===== config.mk =====
export PLATFORM = sky130hd
export DESIGN_NAME = working_set_clock_replacer_unit
export DESIGN_NICKNAME = d
export VERILOG_FILES = /design/src/design/wsclk_pkg.sv /design/src/design/working_set_clock_replacer_unit.sv /design/src/design/wsclk_stamp_mem.sv /design/src/design/wsclk_age_unit.sv
export SDC_FILE = /design/constraint.sdc
export NUM_CORES = 1
export LEC_CHECK = 0
export ABC_CLOCK_PERIOD_IN_PS = 6410
export BUFFER_PORTS_ARGS = -buffer_cell sky130_fd_sc_hd__buf_2
export CAP_MARGIN = 10
export CORE_ASPECT_RATIO = 0.9
export CORE_UTILIZATION = 25
export DETAILED_ROUTE_END_ITERATION = 16
export GPL_TIMING_DRIVEN = 1
export PLACE_DENSITY = 0.4
export SLEW_MARGIN = 20
export SYNTH_ARGS = -nofsm -noshare
export SYNTH_HDL_FRONTEND = slang
export SYNTH_SLANG_ARGS = --single-unit

===== constraint.sdc =====
create_clock -name clk -period 6.41 [get_ports clk]
set_input_delay 0.3205 -clock clk [delete_from_list [all_inputs] [get_ports clk]]
set_output_delay 0.3205 -clock clk [all_outputs]
set_load 0.005 [all_outputs]

===== src/design/wsclk_pkg.sv =====
// wsclk_pkg: shared widths, command codes and types for the wsclock page replacer
// no dependencies; used by every module in the design folder
package wsclk_pkg;

	localparam int unsigned FRAMES_DEF = 16;
	localparam int unsigned TIME_W     = 32;
	localparam int unsigned THR_W      = 20;
	localparam int unsigned CMD_W      = 2;
	localparam int unsigned FRAME_W    = 4;

	localparam logic [THR_W-1:0] THR_RESET = THR_W'(49);

	typedef enum logic [CMD_W-1:0] {
		CMD_TICK    = 2'd0,
		CMD_REF     = 2'd1,
		CMD_INSTALL = 2'd2,
		CMD_SELECT  = 2'd3
	} cmd_t;

	typedef struct packed {
		logic [TIME_W-1:0] age;
		logic              gt;
	} age_res_t;

endpackage


===== src/design/working_set_clock_replacer_unit.sv =====
// Working-set clock page replacer over FRAMES frames. Tick, reference and install
// requests finish in the cycle they are accepted. A select request scans the frames
// from the hand at one frame per cycle through the last-use memory read port and the
// shared age unit: a threshold pass that stops at the first unreferenced frame idle
// past the threshold, then, if no frame qualified, an oldest-frame pass over all
// frames, then a step to post the response. A select holds req_ready low until the
// response is posted, which also waits while the previous response sits unaccepted
// in the response register.
// depends on wsclk_pkg, wsclk_stamp_mem and wsclk_age_unit
module working_set_clock_replacer_unit #(
	parameter int unsigned FRAMES = wsclk_pkg::FRAMES_DEF
) (
	input  logic                          clk,
	input  logic                          arst_n,
	input  logic                          req_valid,
	output logic                          req_ready,
	input  logic [wsclk_pkg::CMD_W-1:0]   command,
	input  logic [wsclk_pkg::FRAME_W-1:0] frame,
	output logic                          rsp_valid,
	input  logic                          rsp_ready,
	output logic [wsclk_pkg::FRAME_W-1:0] victim_frame,
	output logic                          chosen_by_threshold,
	input  logic                          cfg_wr_en,
	input  logic [wsclk_pkg::THR_W-1:0]   cfg_wr_data
);
	import wsclk_pkg::*;

	localparam int unsigned FW = (FRAMES > 1) ? $clog2(FRAMES) : 1;
	localparam int unsigned CW = $clog2(FRAMES + 1);
	localparam int unsigned XW = 8;
	localparam logic [CW-1:0] FRAMES_CNT = CW'(FRAMES);
	localparam logic [CW-1:0] LAST_CNT   = CW'(FRAMES - 1);
	localparam logic [FW-1:0] LAST_POS   = FW'(FRAMES - 1);
	localparam logic [XW-1:0] FRAMES_X   = XW'(FRAMES);

	typedef enum logic [1:0] {
		ST_IDLE,
		ST_THR,
		ST_OLD,
		ST_DONE
	} state_t;

	function automatic logic [FW-1:0] next_pos(input logic [FW-1:0] p);
		return (p == LAST_POS) ? '0 : FW'(p + 1'b1);
	endfunction

	state_t            state_q;
	logic [FRAMES-1:0] ref_q;
	logic [TIME_W-1:0] now_q;
	logic [THR_W-1:0]  thr_q;
	logic [FW-1:0]     hand_q;
	logic [FW-1:0]     start_q;
	logic [FW-1:0]     rd_pos_q;
	logic [CW-1:0]     issue_cnt_q;
	logic              ev_valid_s1;
	logic [FW-1:0]     ev_pos_s1;
	logic              ev_first_s1;
	logic              ev_last_s1;
	logic [FW-1:0]     best_pos_q;
	logic [TIME_W-1:0] best_age_q;
	logic [FW-1:0]     victim_q;
	logic              by_thr_q;
	logic              rsp_valid_q;
	logic [FRAME_W-1:0] rsp_victim_q;
	logic              rsp_thr_q;

	logic              req_fire;
	cmd_t              cmd;
	logic [XW-1:0]     frame_ext;
	logic              frame_ok;
	logic [FW-1:0]     frame_idx;
	logic [FW-1:0]     start_pos;
	logic              issuing;
	logic              ev_ref;
	logic              stamp_now;
	logic              thr_hit;
	logic              old_take;
	logic              mem_wr_en;
	logic [FW-1:0]     mem_wr_addr;
	logic [TIME_W-1:0] mem_rd_data;
	logic [TIME_W-1:0] bound;
	age_res_t          age_res;
	logic [XW-1:0]     victim_ext;

	assign req_ready = (state_q == ST_IDLE);
	assign req_fire  = req_valid && req_ready;
	assign cmd       = cmd_t'(command);
	assign frame_ext = XW'(frame);
	assign frame_ok  = frame_ext < FRAMES_X;
	assign frame_idx = frame_ext[FW-1:0];
	assign start_pos = (XW'(hand_q) >= FRAMES_X) ? '0 : hand_q;
	assign victim_ext = XW'(victim_q);

	assign issuing = ((state_q == ST_THR) || (state_q == ST_OLD)) && (issue_cnt_q != FRAMES_CNT);
	assign ev_ref  = ref_q[ev_pos_s1];
	assign bound   = (state_q == ST_THR) ? TIME_W'(thr_q) : best_age_q;

	assign stamp_now = (state_q == ST_THR) && ev_valid_s1 && ev_ref;
	assign thr_hit   = (state_q == ST_THR) && ev_valid_s1 && !ev_ref && age_res.gt;
	assign old_take  = (state_q == ST_OLD) && ev_valid_s1 && (ev_first_s1 || age_res.gt);

	assign mem_wr_en   = (req_fire && (cmd == CMD_INSTALL) && frame_ok) || stamp_now;
	assign mem_wr_addr = stamp_now ? ev_pos_s1 : frame_idx;

	wsclk_stamp_mem #(
		.FRAMES (FRAMES),
		.FW     (FW)
	) u_stamp_mem (
		.clk     (clk),
		.arst_n  (arst_n),
		.wr_en   (mem_wr_en),
		.wr_addr (mem_wr_addr),
		.wr_data (now_q),
		.rd_addr (rd_pos_q),
		.rd_data (mem_rd_data)
	);

	wsclk_age_unit u_age_unit (
		.now_time (now_q),
		.stamp    (mem_rd_data),
		.bound    (bound),
		.res      (age_res)
	);

	always_ff @(posedge clk or negedge arst_n) begin
		if (!arst_n) begin
			state_q      <= ST_IDLE;
			ref_q        <= '0;
			now_q        <= '0;
			thr_q        <= THR_RESET;
			hand_q       <= '0;
			start_q      <= '0;
			rd_pos_q     <= '0;
			issue_cnt_q  <= '0;
			ev_valid_s1  <= 1'b0;
			ev_pos_s1    <= '0;
			ev_first_s1  <= 1'b0;
			ev_last_s1   <= 1'b0;
			best_pos_q   <= '0;
			best_age_q   <= '0;
			victim_q     <= '0;
			by_thr_q     <= 1'b0;
			rsp_valid_q  <= 1'b0;
			rsp_victim_q <= '0;
			rsp_thr_q    <= 1'b0;
		end else begin
			if (rsp_valid_q && rsp_ready) begin
				rsp_valid_q <= 1'b0;
			end
			if (cfg_wr_en) begin
				thr_q <= cfg_wr_data;
			end
			unique case (state_q)
				ST_IDLE: begin
					if (req_fire) begin
						unique case (cmd)
							CMD_TICK: begin
								now_q <= now_q + 1'b1;
							end
							CMD_REF, CMD_INSTALL: begin
								if (frame_ok) begin
									ref_q[frame_idx] <= 1'b1;
								end
							end
							CMD_SELECT: begin
								start_q     <= start_pos;
								rd_pos_q    <= start_pos;
								issue_cnt_q <= '0;
								ev_valid_s1 <= 1'b0;
								state_q     <= ST_THR;
							end
							default: begin
							end
						endcase
					end
				end
				ST_THR: begin
					ev_valid_s1 <= issuing;
					ev_pos_s1   <= rd_pos_q;
					ev_first_s1 <= (issue_cnt_q == '0);
					ev_last_s1  <= (issue_cnt_q == LAST_CNT);
					if (issuing) begin
						rd_pos_q    <= next_pos(rd_pos_q);
						issue_cnt_q <= issue_cnt_q + 1'b1;
					end
					if (stamp_now) begin
						ref_q[ev_pos_s1] <= 1'b0;
					end
					if (thr_hit) begin
						victim_q    <= ev_pos_s1;
						by_thr_q    <= 1'b1;
						ev_valid_s1 <= 1'b0;
						state_q     <= ST_DONE;
					end else if (ev_valid_s1 && ev_last_s1) begin
						rd_pos_q    <= start_q;
						issue_cnt_q <= '0;
						ev_valid_s1 <= 1'b0;
						state_q     <= ST_OLD;
					end
				end
				ST_OLD: begin
					ev_valid_s1 <= issuing;
					ev_pos_s1   <= rd_pos_q;
					ev_first_s1 <= (issue_cnt_q == '0);
					ev_last_s1  <= (issue_cnt_q == LAST_CNT);
					if (issuing) begin
						rd_pos_q    <= next_pos(rd_pos_q);
						issue_cnt_q <= issue_cnt_q + 1'b1;
					end
					if (old_take) begin
						best_pos_q <= ev_pos_s1;
						best_age_q <= age_res.age;
					end
					if (ev_valid_s1 && ev_last_s1) begin
						victim_q    <= old_take ? ev_pos_s1 : best_pos_q;
						by_thr_q    <= 1'b0;
						ev_valid_s1 <= 1'b0;
						state_q     <= ST_DONE;
					end
				end
				ST_DONE: begin
					if (!rsp_valid_q || rsp_ready) begin
						rsp_valid_q  <= 1'b1;
						rsp_victim_q <= victim_ext[FRAME_W-1:0];
						rsp_thr_q    <= by_thr_q;
						hand_q       <= next_pos(victim_q);
						state_q      <= ST_IDLE;
					end
				end
				default: begin
					state_q <= ST_IDLE;
				end
			endcase
		end
	end

	assign rsp_valid           = rsp_valid_q;
	assign victim_frame        = rsp_victim_q;
	assign chosen_by_threshold = rsp_thr_q;

endmodule


===== src/design/wsclk_stamp_mem.sv =====
// wsclk_stamp_mem: last-use time memory, one write and one registered read port
// entries never stamped read as zero through a per-frame stamped bit
// depends on wsclk_pkg
module wsclk_stamp_mem #(
	parameter int unsigned FRAMES = wsclk_pkg::FRAMES_DEF,
	parameter int unsigned FW     = 4
) (
	input  logic                          clk,
	input  logic                          arst_n,
	input  logic                          wr_en,
	input  logic [FW-1:0]                 wr_addr,
	input  logic [wsclk_pkg::TIME_W-1:0]  wr_data,
	input  logic [FW-1:0]                 rd_addr,
	output logic [wsclk_pkg::TIME_W-1:0]  rd_data
);
	import wsclk_pkg::*;

	logic [TIME_W-1:0] mem_q [FRAMES];
	logic [FRAMES-1:0] stamped_q;
	logic [TIME_W-1:0] rd_data_q;

	always_ff @(posedge clk or negedge arst_n) begin
		if (!arst_n) begin
			stamped_q <= '0;
		end else if (wr_en) begin
			stamped_q[wr_addr] <= 1'b1;
		end
	end

	always_ff @(posedge clk) begin
		if (wr_en) begin
			mem_q[wr_addr] <= wr_data;
		end
		rd_data_q <= stamped_q[rd_addr] ? mem_q[rd_addr] : '0;
	end

	assign rd_data = rd_data_q;

endmodule


===== src/design/wsclk_age_unit.sv =====
// wsclk_age_unit: shared idle-age unit, wrapping subtract and unsigned compare
// used for both the threshold pass and the oldest-frame pass; depends on wsclk_pkg
module wsclk_age_unit (
	input  logic [wsclk_pkg::TIME_W-1:0] now_time,
	input  logic [wsclk_pkg::TIME_W-1:0] stamp,
	input  logic [wsclk_pkg::TIME_W-1:0] bound,
	output wsclk_pkg::age_res_t          res
);
	import wsclk_pkg::*;

	logic [TIME_W-1:0] age;

	assign age    = now_time - stamp;
	assign res.age = age;
	assign res.gt  = age > bound;

endmodule

==> results.sh <==
export IMPL_skew_ns=0.02930
export IMPL_startpoint_type="register"
export IMPL_end_kind="register"
export IMPL_finalSetupViolations=0
export IMPL_vias=16260
export IMPL_grt_pass1_wl_um=120900
export IMPL_finalNonFillerCells=3532
export IMPL_synth_area_um2=29820
export IMPL_synth_seq_cells=701
export IMPL_critical_path_class="register to register"
export IMPL_cp_required_ns=6.94
export IMPL_syn_num_nets=1872
export IMPL_final_layout_size_suffix_gt1_share_pct=24.76
export IMPL_period_share_pct=92.68
export IMPL_period_needed_ns=5.941
export IMPL_p_per_area_nw_per_um2=463.7
export IMPL_grt_use_met2_pct=22.86
export IMPL_synth_main_ff_cell="edfxtp_1"
export IMPL_hp_class="input port to register"
export IMPL_rsz0062_at_grt="no"
export IMPL_antenna_left=0
export IMPL_tightest_slew_ns=1.039
export IMPL_cts_buffers=81
export IMPL_fillers=11670
export IMPL_first_iter_violations=1180
export IMPL_grt_max_degree=98
export IMPL_synth_enable_flop_cells=512
export IMPL_grt_overflow=0
export IMPL_gr_usage_met3_pct=2.088
export IMPL_dr_pass1_iters=5
export IMPL_clk_pin_slew_ns=0.06
export IMPL_core_um2=117600
export IMPL_setup_tns_ns=0
export IMPL_avgViaCountPerCell=4.605
export IMPL_syn_to_final_growth_pct=17.90
export IMPL_hpwlAfterDp_um=48510
export IMPL_grt_pass1_vias=17270
export IMPL_final_hold_violation_count=0
export IMPL_grt_usage_pct=13.66
export IMPL_crit_chain="ha_1, a21o_1, a221oi_1, nor4b_1, nor3_1, a21oi_1, or3_1, o311ai_1, ha_1, nand4_1, nor3_1, a21oi_1, o21ai_0, o31ai_1, nand2_1, buf_4, mux2_2"
export IMPL_syn_inst=1764
export IMPL_fin_util_pct=29.89
export IMPL_synth_cell_types=70
export IMPL_initial_utilization_pct=25.35
export IMPL_fmax_mhz=168.3
export IMPL_grt_use_met1_pct=18.64
export IMPL_synth_top_area_share_pct=51.56
export IMPL_crit_slowest_cell="dfrtp_1"
export IMPL_total_leakage_power_nw=12.46
export IMPL_yosysWarningCount=0
export IMPL_pin_count=38
export IMPL_ys_seq_area_share_pct=66.90
export IMPL_final_area_um2=35160
export IMPL_synthArstFlopShare_pct=22.40
export IMPL_routed_wl_um=81840
export IMPL_critPathMaxFanout=37
export IMPL_clk_latency_ns=0.66
export IMPL_cts_setup_buffers=0
export IMPL_hold_worst_slack_ns=0.06618
export IMPL_dpl_instance_area_um2=32260
export IMPL_diodes=0
export IMPL_status="complete, no violations"
export IMPL_port_buffers=37
export IMPL_drc=0
export IMPL_die_w_um=366.0
export IMPL_cts_tree="built"
export IMPL_htree_levels=3
export IMPL_syn_avg_cell_area_um2=16.90
export IMPL_placedCellCount=3359
export IMPL_antenna_found_initial=1
export IMPL_synth_top_area_cell="edfxtp_1"
export IMPL_netlist_top_cells_area="edfxtp_1, dfrtp_1, mux4_2, ha_1, mux2_2"
export IMPL_clock_path_buffers=3
export IMPL_max_stage_delay_ns=0.74
export IMPL_top_usage_layer="met2"
export IMPL_wl_per_cell_um=23.17
export IMPL_drv_cap=0
export IMPL_die_height_um=329.6
export IMPL_final_net_count=1999
export IMPL_slew_headroom_pct=30.44
export IMPL_maxSlewViolCount=0
export IMPL_die_area_um2=120700
export IMPL_row_count=119
export IMPL_clock_sinks=701
export IMPL_gp_congestion=0.7837
export IMPL_vdd_drop_max_v=0.0002132
export IMPL_cts_root_buf="clkbuf_16"
export IMPL_worstPathArrival_ns=6.47
## cell type report
type	instances	area, um2	share of cell area, %
sequential	701	19960	56.78
clock inverter	39	441.7	1.256
tap	1573	1968	5.598
clock buffer	112	2223	6.325
timing repair buffer	110	822.0	2.338
inverter	66	247.7	0.7047
multi-input combinational	931	9492	27.00
## placed cells by master, fill, tap and decap left out, types with 16 or more instances in the layout
| master | count |
|---|---|
| and3_1 | 16 |
| o21ai_0 | 33 |
| a21o_1 | 16 |
| a21oi_1 | 62 |
| mux2i_1 | 24 |
| nand3_1 | 33 |
| mux4_2 | 167 |
| edfxtp_1 | 512 |
| a31oi_1 | 19 |
| clkbuf_16 | 81 |
| buf_2 | 36 |
| ha_1 | 75 |
| inv_1 | 65 |
| nor2_4 | 16 |
| dfrtp_1 | 150 |
| dlygate4sd3_1 | 22 |
| nand2b_1 | 19 |
| nand4_1 | 18 |
| mux2_2 | 67 |
| clkbuf_1 | 23 |
| xnor2_1 | 43 |
| nor2_1 | 57 |
| nor2b_1 | 45 |
| dfxtp_1 | 32 |
| buf_4 | 49 |
| nand2_1 | 64 |
## cell families after synthesis
group	synth area share (%)
flops	66.90
simple gates	5.606
mux	16.13
compound gates	4.658
buf+inv	1.754
fa+ha+maj	3.256
xor+xnor	1.704
## sequential cells by signal (all words and copies together) (netlist names), 5 cells and up
register	count
u_stamp_mem.stamped_q	16
thr_q	20
issue_cnt_q	5
now_q	32
u_stamp_mem.rd_data	32
best_age_q	32
u_stamp_mem.mem_q	512
ref_q	16
## final timing paths
path / end / cells after the start / startpoint / slack (ns)
worst max register to register: best_age_q[22] / 17 / now_q[15] / 0.47
worst max-delay path: best_age_q[22] / 17 / now_q[15] / 0.47
worst min register to register: u_stamp_mem.stamped_q[13] / 1 / u_stamp_mem.stamped_q[13] / 0.46
max in group asynchronous: now_q[1] / 3 / arst_n / 4.50
worst min-delay path: now_q[2] / 3 / req_valid / 0.07
min in group asynchronous: thr_q[13] / 2 / arst_n / 0.34
## per-layer routing
metal | up-vias | wire length (um)
li1 | 7188 | -
met1 | 8658 | 38440
met2 | 299 | 39220
met3 | 117 | 2527
met4 | 2 | 1643
met5 | - | 7
## worst max-delay path, delay by kind of cell (launching register included)
family,cells,cell delay (ns)
AOI/OAI and AO/OA,7,2.45
adders and majority gates,2,0.74
buffers and inverters,1,0.31
DFF,1,0.74
muxes,1,0.34
and+or+nand+nor,6,1.18
## synthesized netlist by cell type, drive strengths merged (5+ instances only)
master,n
edfxtp,512
a21o,16
o21bai,5
dfrtp,154
xnor2,43
nor2,73
a21oi,63
mux4,169
or2,18
o211ai,7
a22o,6
nor2b,45
ha,76
clkbuf,42
nand2b,19
dfxtp,32
nor3,16
o221ai,7
and3,16
inv,65
mux2i,24
o21a,7
o21ai,34
a311oi,7
o31ai,7
nand3,34
and2,10
buf,24
or3,6
nand2,64
mux2,67
nand4,19
a31oi,20
xor2,15
## per-stage QoR
| stage | worst slack (ns) | total power [W] |
|---|---|---|
| detailed placement | 0.4835 | 0.01180 |
| floorplan | 1.530 | 0.009955 |
| finish | 0.4692 | 0.01630 |
| global placement | 0.5793 | 0.01183 |
| global route | 0.01608 | 0.01728 |
| CTS | 0.4665 | 0.01652 |
## report_power, final
| part | internal, W | switching, W |
|---|---|---|
| registers | 0.00530 | 0.000488 |
| clock network | 0.00269 | 0.00194 |
| logic | 0.00269 | 0.00320 |
## timing repair
action                                 CTS  global route
gates resized for setup                  0             2
hold buffers                            22             0
setup endpoints to repair                0            32
endpoints found under the hold margin  115             0
No activity file was read; power rests on OpenSTA's default activity.
